<file path="config.mk">
export PLATFORM = sky130hd
export DESIGN_NAME = erls_back
export DESIGN_NICKNAME = d
export VERILOG_FILES = /design/src/rtl/core/erls_pkg.sv /design/src/rtl/core/erls_div.sv /design/src/rtl/core/erls_back.sv
export SDC_FILE = /design/constraint.sdc
export NUM_CORES = 1
export LEC_CHECK = 0
export ABC_AREA = 1
export BUFFER_PORTS_ARGS = -buffer_cell sky130_fd_sc_hd__buf_4
export CORE_UTILIZATION = 40
export DETAILED_ROUTE_END_ITERATION = 8
export GPL_ROUTABILITY_DRIVEN = 0
export MAX_ROUTING_LAYER = met4
export PLACE_DENSITY = 0.67
export SKIP_LAST_GASP = 1
export SLEW_MARGIN = 10
export SYNTH_ARGS = -nofsm -noshare
export SYNTH_HDL_FRONTEND = slang
export SYNTH_SLANG_ARGS = --single-unit
</file>
<file path="constraint.sdc">
create_clock -name clock -period 21.4 [get_ports clock]
set_input_delay 2.14 -clock clock [delete_from_list [all_inputs] [get_ports clock]]
set_output_delay 2.14 -clock clock [all_outputs]
set_load 0.01 [all_outputs]
</file>
<file path="src/rtl/core/erls_pkg.sv">
package erls_pkg;

   localparam int MAX_EDGE_DEF  = 4096;
   localparam int FRAC_BITS_DEF = 16;

   localparam int CNT_W  = 25;
   localparam int SUM_W  = 46;
   localparam int LUMA_W = 22;
   localparam int FRAC_W = 17;
   localparam int CSR_IDX_W = 3;
   localparam int CSR_DAT_W = 24;

   localparam logic [CSR_IDX_W-1:0] CSR_CENTER_X = 3'd0;
   localparam logic [CSR_IDX_W-1:0] CSR_CENTER_Y = 3'd1;
   localparam logic [CSR_IDX_W-1:0] CSR_INV_RX   = 3'd2;
   localparam logic [CSR_IDX_W-1:0] CSR_INV_RY   = 3'd3;
   localparam logic [CSR_IDX_W-1:0] CSR_LIT_TH   = 3'd4;
   localparam logic [CSR_IDX_W-1:0] CSR_EXCESS   = 3'd5;
   localparam logic [CSR_IDX_W-1:0] CSR_BACKLIT  = 3'd6;

   typedef struct packed {
      logic [7:0] red;
      logic [7:0] green;
      logic [7:0] blue;
      logic       end_of_line;
      logic       end_of_frame;
   } req_type;

   typedef struct packed {
      logic              measured;
      logic [CNT_W-1:0]  subject_pixels;
      logic [CNT_W-1:0]  backdrop_pixels;
      logic [LUMA_W-1:0] subject_mean;
      logic [LUMA_W-1:0] subject_max;
      logic [FRAC_W-1:0] subject_unlit_frac;
      logic [LUMA_W-1:0] backdrop_mean;
      logic [FRAC_W-1:0] backdrop_unlit_frac;
      logic              silhouette;
   } rsp_type;

   // frame totals handed from front to back
   typedef struct packed {
      logic [CNT_W-1:0]  in_cnt;
      logic [CNT_W-1:0]  out_cnt;
      logic [SUM_W-1:0]  in_sum;
      logic [SUM_W-1:0]  out_sum;
      logic [LUMA_W-1:0] in_peak;
      logic [CNT_W-1:0]  in_unlit;
      logic [CNT_W-1:0]  out_unlit;
   } totals_type;

   typedef enum logic [1:0] {
      BK_IDLE, BK_DIV, BK_DONE
   } back_state_type;

endpackage

</file>
<file path="src/rtl/core/erls_div.sv">
module erls_div #(
   parameter int NUM_W = 46,
   parameter int DEN_W = 25
) (
   input  logic             clock,
   input  logic             reset,
   input  logic             start,
   input  logic [NUM_W-1:0] num,
   input  logic [DEN_W-1:0] den,
   output logic             busy,
   output logic [NUM_W-1:0] quot
);
   localparam int CW = $clog2(NUM_W + 1);
   logic [CW-1:0]    cnt_ff;
   logic [NUM_W-1:0] q_ff;
   logic [DEN_W:0]   r_ff;
   logic [DEN_W-1:0] d_ff;
   logic [DEN_W:0]   r_in;
   logic             ge;

   // restoring division, one quotient bit a cycle
   always_comb begin
      r_in = {r_ff[DEN_W-1:0], q_ff[NUM_W-1]};
      ge   = r_in >= {1'b0, d_ff};
   end

   always_ff @(posedge clock) begin
      if (reset) begin
         cnt_ff <= '0;
      end else if (start) begin
         cnt_ff <= CW'(NUM_W);
         q_ff   <= num;
         r_ff   <= '0;
         d_ff   <= den;
      end else if (cnt_ff != '0) begin
         cnt_ff <= cnt_ff - 1'b1;
         r_ff   <= ge ? r_in - {1'b0, d_ff} : r_in;
         q_ff   <= {q_ff[NUM_W-2:0], ge};
      end
   end

   assign busy = cnt_ff != '0;
   assign quot = q_ff;
endmodule

</file>
<file path="src/rtl/core/erls_back.sv">
module erls_back (
   input  logic                 clock,
   input  logic                 reset,
   input  logic                 tot_valid,
   output logic                 tot_ready,
   input  erls_pkg::totals_type tot_data,
   input  logic [16:0]          excess_share,
   input  logic [16:0]          backlit_share,
   output logic                 rsp_valid,
   input  logic                 rsp_ready,
   output erls_pkg::rsp_type    rsp_data
);
   localparam int NW = erls_pkg::SUM_W;
   localparam int CW = erls_pkg::CNT_W;

   erls_pkg::back_state_type state_ff, state_in;
   erls_pkg::totals_type     t_ff;
   logic                     meas_ff;
   logic                     start;
   logic [3:0]               busy;
   logic [NW-1:0]            q0, q1, q2, q3;
   logic [NW-1:0]            n2, n3;

   assign n2 = NW'({t_ff.in_unlit, 16'h0});
   assign n3 = NW'({t_ff.out_unlit, 16'h0});

   erls_div #(.NUM_W(NW), .DEN_W(CW)) u_d0 (.clock, .reset, .start,
      .num(t_ff.in_sum), .den(t_ff.in_cnt), .busy(busy[0]), .quot(q0));
   erls_div #(.NUM_W(NW), .DEN_W(CW)) u_d1 (.clock, .reset, .start,
      .num(t_ff.out_sum), .den(t_ff.out_cnt), .busy(busy[1]), .quot(q1));
   erls_div #(.NUM_W(NW), .DEN_W(CW)) u_d2 (.clock, .reset, .start,
      .num(n2), .den(t_ff.in_cnt), .busy(busy[2]), .quot(q2));
   erls_div #(.NUM_W(NW), .DEN_W(CW)) u_d3 (.clock, .reset, .start,
      .num(n3), .den(t_ff.out_cnt), .busy(busy[3]), .quot(q3));

   always_comb begin
      state_in  = state_ff;
      tot_ready = 1'b0;
      start     = 1'b0;
      rsp_valid = 1'b0;
      case (state_ff)
         erls_pkg::BK_IDLE: begin
            tot_ready = 1'b1;
            if (tot_valid) state_in = erls_pkg::BK_DIV;
         end
         erls_pkg::BK_DIV: begin
            start    = 1'b1;
            state_in = erls_pkg::BK_DONE;
         end
         erls_pkg::BK_DONE: begin
            rsp_valid = !(|busy);
            if (rsp_valid && rsp_ready) state_in = erls_pkg::BK_IDLE;
         end
         default: state_in = erls_pkg::BK_IDLE;
      endcase
   end

   always_ff @(posedge clock) begin
      if (reset) state_ff <= erls_pkg::BK_IDLE;
      else       state_ff <= state_in;
   end

   always_ff @(posedge clock) begin
      if (tot_valid && tot_ready) begin
         t_ff    <= tot_data;
         meas_ff <= (tot_data.in_cnt != '0) && (tot_data.out_cnt != '0);
      end
   end

   always_comb begin
      logic [16:0] sf, bf;
      sf = 17'(q2);
      bf = 17'(q3);
      rsp_data = '0;
      if (meas_ff) begin
         rsp_data.measured            = 1'b1;
         rsp_data.subject_pixels      = t_ff.in_cnt;
         rsp_data.backdrop_pixels     = t_ff.out_cnt;
         rsp_data.subject_mean        = 22'(q0);
         rsp_data.subject_max         = t_ff.in_peak;
         rsp_data.subject_unlit_frac  = sf;
         rsp_data.backdrop_mean       = 22'(q1);
         rsp_data.backdrop_unlit_frac = bf;
         rsp_data.silhouette = ({1'b0, sf} >= {1'b0, bf} + {1'b0, excess_share}) &&
                               (18'h10000 - {1'b0, bf} >= {1'b0, backlit_share});
      end
   end
endmodule

</file>
# Yosys cells after proc, flatten, opt, wreduce, memory -nomap -nowiden
# Cells that the tools add are included.
[word_totals]
ff_bits = 575
in_bits = 252
[op_classes]
addsub = 10
n_lt_le_gt_ge = 6
bitwise_logic = 1
n_eq_ne = 4
reduce_logical = 24
mux = 31
[ops]
columns = ["op", "count"]
rows = [
  ["$mux 46", 6],
  ["$mux 25", 8],
  ["$mux 152", 1],
  ["$ge 26x25->1", 4],
  ["$sub 25x25->25", 4],
  ["$mux 41", 2],
  ["$reduce_bool 25->1", 2],
  ["$mux 6", 8],
  ["$reduce_bool 6->1", 4],
  ["$sub 6x1->6 const B", 4],
  ["$add 17x17->18", 1],
  ["$ge 17x18->1", 1],
  ["$ge 18x17->1", 1],
  ["$sub 17x17->18 const A", 1],
  ["$reduce_and 2->1", 6],
  ["$reduce_bool 2->1", 4],
  ["$pmux 2 s3", 1],
  ["$logic_and 1x1->1", 4],
  ["$mux 2", 2],
  ["$ne 2x2->1 const B", 2],
  ["$reduce_or 4->1", 1],
  ["$mux 1", 3],
  ["$eq 2x1->1 const B", 1],
  ["$eq 2x2->1 const B", 1],
  ["4 further kinds", 4],
]

# Depth between registers and ports, before layout
# Gate-level depths: netlist of run 1.
[logic_depth]
depth_word = 6
depth_mapped = 21

# Modules after synthesis
# From an unflattened synthesis of run 1, not the netlist that was laid out.
[unflattened]
hier_cells = 3979
area_unflattened_um2 = 34408.0
[modules_own_cells]
columns = ["module", "seq_area_each_um2", "cells_each", "area_per_inst_um2", "instances"]
rows = [
  ["erls_div", 3002.9, 770, 6122.1, 4],
  ["erls_back", 6496.2, 899, 9919.5, 1],
]

# Least setup slack after synthesis of run 1
# OpenSTA, ideal clock, no wires.
[synth_path]
path_kind = "input port to flip-flop"
from = "input port tot_valid"
to = "register meas_ff, enable pin"
path_slack_ns = 3.716
path_buffers = 0
arrival_time_ns = 16.629
cell_stages = 2
required_ns = 20.345
path_cell_list = "inv_1 nor3_1"
[synth_via]
elab_chain_cells = 1
[synth_rtl]
columns = ["element", "line", "source"]
rows = [
  ["start, declared", "erls_back.sv:4", "input logic tot_valid,"],
  ["$logic_and 1x1->1", "erls_back.sv:64", "if (tot_valid && tot_ready) begin"],
  ["end signal, assigned", "erls_back.sv:66", "meas_ff <= (tot_data.in_cnt != '0) && (tot_data.out_cnt != '0);"],
  ["end, declared", "erls_back.sv:18", "logic meas_ff;"],
]
# Every way passes these cells.
# A chain may end at the register's enable or synchronous reset.

==> metrics, run 1 <==
post-detail-place hpwl=53,370 um; RSZ-0062 raised after global routing=no; Pint=3.074 mW; Clk pin slew, worst setup/hold paths=50 ps; Tcrit/Tclk final=0.3400; Setup TNS Final=0 ps; final hold violation count=0; Post-Place Worst Slack=14,120 ps; Setup crit end kind=output pin; relative max-transition margin=0.3065; clk sinks=575; FILL cells=7,190; Min-Delay Endpoint=u_d0.d_ff[6]$_DFFE_PP_; Largest delay share family, worst path=compound AO/OA/AOI/OAI gates; synth-to-layout area growth=20.61%; clk_lat worst skew=640 ps; Post-Syn Nets=3,814; Buffers & Inverters on Critical Path=3; Mapped Cells=3,401; post-cts resize count=0; Starting Density=0.4047; Net Sw Frac=0.3831; Setup crit start kind=primary input; Clk network pwr share=0.231; share of the synthesized area in the top cell type=0.5364; top cells by area, synth=edfxtp_1 (54%), nand2_1 (14%), ha_1 (6.4%); Max Clk Rate=0.1374 GHz; Final Non-Filler Cells=4,893; peak supply drop=0.06527 mV; Total Wirelength=75,450 um; layout cells sized above 1=0.1480; Yosys warning total=0; Net Switching=1.909 mW; clock period minus worst slack=7276 ps; Post-Syn Area=30,740 sq um; antenna violations before repair=5; wire per inst=15.42 um; critical-path cell list=buf_4 -> ha_1 -> fa_1 -> a21oi_1 -> o21bai_1 -> a21o_1 -> a21boi_0 -> o21bai_1 -> xor2_1 -> ha_1 -> nand2_1 -> inv_1 -> and3_1 -> a41oi_1 -> nand2_1 -> nand2_1 -> nand2_1 -> nand2_1 -> nor2_1 -> buf_4; Routed Antenna Nets=0; nets@finish=4,220; drt drc=0; Seq pwr share=0.365; Via Count=23,630; CTS Buf Count=69; R2R setup slack=17,960 ps; WS Path Type=primary input to output pin; multi-input combinational cell area=11,640 sq um; # port buffers=405; Vias/cell=4.829; status=complete, no violations; Synth area leader=edfxtp_1; DRT iter0 DRCs=1,614; Arr. time, crit path=5140 ps; CORE AREA=75,950 sq um; LEAKAGE=17.46 nW; vias in the first global route=22,410; first-pass GRT wire length=117,600 um; sequential fraction of the synthesis area=0.5533; # placed instances=4,766; final setup vio count=0; r2r endpoint=u_d1.quot[45]$_DFFE_PP_; Synth cell types=49; number of synthesized flops with an enable pin=549; GRT Total Usage=0.1954; #FFs+latches synth=575; largest net degree at the start of global routing=153; TritonCTS clock tree=yes; worst slew pin tran=1040 ps; Comb pwr share=0.404; Mean Syn Cell Area=9.037 sq um; die area=77,950 sq um; Cell Rows=101; Primary FF master, synth=edfxtp_1; CTS Buffer Depth=3; pins over their slew limit=0; total of max-cap violations=0; Cell Pwr Density=134.4 nW/um^2; cells on worst reg2reg path=6; CP max-delay cell=fa_1; worst endpoint required time=19,260 ps; H-tree levels=3; worst min-delay path class=register to register; Top cell by count, worst path=nand2_1; hold_buf cts=0; worst hold path depth=0; R2R Path Start=state_ff[0]$_SDFFE_PP0P_; Slowest Stage Delay on Critical Path=410 ps; clk_skew=63.89 ps; final global-route overflow total=0; root buffer cell=clkbuf_16; final worst setup slack=14,120 ps; hold wc startpoint=t_ff[195]$_DFFE_PP_; share of synthesized registers carrying an async set or reset=0; die width=279.2 um; # IOs=406; worst-path fanout max=3; storage element area=17,010 sq um; first-pass iteration count of the detailed router=6; Post-CTS Setup Bufs=0; die height=279.2 um
## cell usage after synthesis, drive strengths merged (34+ instances only)
library cell,count
nand2,1154
edfxtp,549
inv,453
nor2,382
ha,156
a21oi,150
o21ai,91
nand3,87
clkbuf,63
xnor2,53
xor2,37
nor3,34
## power by group through the flow
| stage | clock network, mW | logic [mW] | registers (mW) |
|---|---|---|---|
| final | 1.15 | 2.01 | 1.82 |
| after global placement | 0 | 1.97 | 1.83 |
| after CTS | 1.18 | 2.02 | 1.82 |
| after floorplan | 0 | 1.54 | 1.82 |
| after global routing | 1.22 | 2.30 | 1.85 |
| after detailed placement | 0 | 2.01 | 1.84 |
## layout by cell type (no fill, tap or decap), drive strengths merged, types with 4 or more instances in the layout
master    netlist  final
clkbuf         63     80
o21bai         22     22
nand4          23     23
clkinvlp        0      7
nor4           24     24
a21o           14     14
nand2        1154   1154
a31oi           6      6
nand3          87     87
diode           0      5
bufinv          0      4
xor2           37     37
inv           453    454
edfxtp        549    549
xnor2          53     53
o21a            8      8
a211oi         12     12
a21oi         150    150
buf            22    420
o21ai          91     91
ha            156    156
and2            5      5
nor2          382    382
a21boi          5      5
fa              5      5
nand3b          6      6
clkinv          0     30
nor3           34     34
dfxtp          26     26
## flip-flops by register name (all words and copies together) (netlist names), 46 cells and up
register	flops
u_d1.quot	46
u_d0.quot	46
t_ff	164
u_d3.quot	46
u_d2.quot	46
## cell families (layout without fill, tap and decap cells)
family / count (synthesis) / count (layout) / synth area share
AND/OR/NAND/NOR: 1724 / 1724 / 0.2265
flip-flops: 575 / 575 / 0.5533
buffers and inverters: 538 / 995 / 0.06977
AO/OA/AOI/OAI: 313 / 313 / 0.05805
adder cells (fa/ha/maj): 161 / 161 / 0.06676
XOR/XNOR: 90 / 90 / 0.02565
other: 0 / 5 / 0
## per-stage QoR
stage	hold WS (ps)	utilization	area [sq um]	power [mW]
after detailed placement	435.7	0.4583	34810	3.847
after CTS	449.7	0.4879	37060	5.022
after global routing	456.6	0.4881	37070	5.373
after global placement	434.1	0.4583	34810	3.802
final	446.2	0.4881	37070	4.983
after floorplan	426.8	-	30740	3.355
## metal layers
| layer | GRT usage | part of all wire | up-vias |
|---|---|---|---|
| met1 | 0.2526 | 0.45 | 11010 |
| met5 | - | 0 | - |
| li1 | - | - | 11900 |
| met2 | 0.3100 | 0.47 | 600 |
| met4 | 0.05593 | 0.024 | 0 |
| met3 | 0.04016 | 0.061 | 124 |
## worst max-delay path by stage
| stage | startpoint | to | slack [ps] | depth (start not counted) |
|---|---|---|---|---|
| after floorplan | tot_valid | meas_ff$_DFFE_PP_ | 3720 | 2 |
| after global placement | excess_share[0] | rsp_data[0] | 14140 | 20 |
| after detailed placement | excess_share[0] | rsp_data[0] | 14120 | 20 |
| after CTS | excess_share[0] | rsp_data[0] | 14130 | 20 |
| after global routing | excess_share[6] | rsp_data[0] | 13800 | 21 |
| final | excess_share[0] | rsp_data[0] | 14120 | 20 |
## layout make-up
type | instances | share of cell area
diodes | 5 | 0.0003375
clock buffers | 80 | 0.04769
clock inverters | 42 | 0.01293
inverters | 453 | 0.04600
multi-input cells | 2288 | 0.3141
flip-flops and latches | 575 | 0.4588
well taps | 1030 | 0.03476
repair buffers | 420 | 0.08539
Note: power is estimated with default switching activity, not from simulation.
==> run 2, diff against run 1 <==
PLACE_DENSITY = 0.69   (was 0.67)
clock period = 6.44 ns   (was 21.4 ns; I/O delays follow)
==> metrics, run 2 (synthesis gave the netlist of run 1 again) <==
Pint=10.03 mW; storage element area=17,010 sq um; worst-path fanout max=3; CTS Buffer Depth=3; vias in the first global route=22,650; synth-to-layout area growth=20.04%; worst slew pin tran=1141 ps; Arr. time, crit path=4010 ps; clk_lat worst skew=620 ps; Reg with most FFs=t_ff; most common cell after layout, fill and taps aside=nand2_1; RSZ-0062 raised after global routing=no; Clk network pwr share=0.220; status=complete, no violations; # port buffers=405; antenna violations before repair=3; die area=77,950 sq um; Util after Layout=0.4858; H-tree levels=3; die width=279.2 um; CTS Buf Count=67; R2R setup slack=2530 ps; Post-CTS Setup Bufs=0; Setup crit end kind=output pin; Starting Density=0.4047; Cell Rows=101; layout cells sized above 1=0.1473; clk sinks=575; worst min-delay path class=primary input to register; Hold WS=190.5 ps; post-cts resize count=0; clock period minus worst slack=4652 ps; Cell Pwr Density=443.1 nW/um^2; pins over their slew limit=0; Total Wirelength=75,470 um; Routed Antenna Nets=0; LEAKAGE=17.40 nW; Vias/cell=4.825; final global-route overflow total=0; wire per inst=15.44 um; Top cell by count, worst path=nand2_1; peak supply drop=0.2284 mV; total of max-cap violations=0; GRT Total Usage=0.1973; Comb pwr share=0.410; first-pass iteration count of the detailed router=5; root buffer cell=clkbuf_16; Seq pwr share=0.370; Critical Path Start=u_d3.quot[0]$_SDFFCE_PP0P_; critical-path cell list=ha_1 -> fa_1 -> a21oi_1 -> o21bai_1 -> a21o_1 -> a21boi_0 -> o21bai_1 -> xor2_1 -> ha_1 -> nand2_1 -> inv_1 -> and3_1 -> a41oi_1 -> nand2_1 -> nand2_1 -> nand2_1 -> nand2_1 -> nor2_1 -> buf_4; nets@finish=4,217; final hold violation count=0; Tcrit/Tclk final=0.7224; Slowest Stage Delay on Critical Path=420 ps; most frequent cells in the layout=nand2_1 (1,142), edfxtp_1 (549), inv_1 (451), buf_4 (418), nor2_1 (370); worst endpoint required time=5800 ps; die height=279.2 um; first-pass GRT wire length=118,900 um; Max Clk Rate=0.2150 GHz; # IOs=406; WS Path Type=register to output pin; Net Sw Frac=0.3862; drt drc=0; Via Count=23,590; Clk pin slew, worst setup/hold paths=60 ps; relative max-transition margin=0.2373; Setup TNS Final=0 ps; multi-input combinational cell area=11,650 sq um; max reg flops=164; CORE AREA=75,950 sq um; final setup vio count=0; post-detail-place hpwl=53,680 um; largest net degree at the start of global routing=116; hold wc startpoint=tot_data[118]; Setup crit start kind=register; Net Switching=6.314 mW; FILL cells=7,041; clk_skew=29.05 ps; DRT iter0 DRCs=1,528; hold_buf cts=0; TritonCTS clock tree=yes; R2R Path Start=state_ff[0]$_SDFFE_PP0P_; CP max-delay cell=edfxtp_1
## run 2: cell types whose count changed in the layout (fill, tap and decap cells not counted), sizes merged
cell,before,now
diode,5,3
clkinv,30,33
bufinv,4,1
clkinvlp,7,4
clkbuf,80,78
buf,420,419
inv,454,457
## run 2: worst paths after layout
check,to,cells after the start
worst max-delay path,rsp_data[0],19
worst min-delay path,t_ff[118]$_DFFE_PP_,1
worst max register to register,u_d1.r_ff[11]$_SDFFCE_PP0P_,5
worst min register to register,u_d0.d_ff[15]$_DFFE_PP_,0
## run 2: stage by stage
stage	setup WS, ps	instances	area [sq um]	total power [mW]
final	1788	4888	36900	16.35
after global routing	1454	4888	36900	17.67
after CTS	1762	4885	36890	16.47
after detailed placement	2103	4765	34810	12.78
after global placement	2134	4765	34810	12.64
after floorplan	8.189	3401	30750	11.11
## run 2: cell type report
type,instances,share of cell area
sequential,575,0.4609
multi-input combinational,2288,0.3158
timing repair buffer,419,0.08559
clock buffer,78,0.04656
inverter,453,0.04622
tap,1030,0.03493
clock inverter,42,0.009800
antenna,3,0.0002035
## run 2: power groups by stage
stage	sequential, mW	combinational (mW)	clock [mW]
after floorplan	5.99	5.11	0
after global placement	6.08	6.56	0
after CTS	6.04	6.73	3.70
after detailed placement	6.10	6.68	0
final	6.04	6.70	3.60
after global routing	6.14	7.70	3.83
## run 2: per-layer routing
metal	part of all wire	vias to the layer above	GRT usage
met1	0.45	10980	0.2578
li1	-	11890	-
met3	0.061	102	0.03565
met5	0	-	-
met2	0.47	614	0.3148
met4	0.020	0	0.05396
## run 2: worst max-delay path: cells and delay by family, from the launching register on
family	cells	cell delay [ps]
AO/OA/AOI/OAI	6	1020
buffers and inverters	2	210
XOR/XNOR	1	170
AND/OR/NAND/NOR	7	610
flip-flops	1	420
adder cells (fa/ha/maj)	3	960
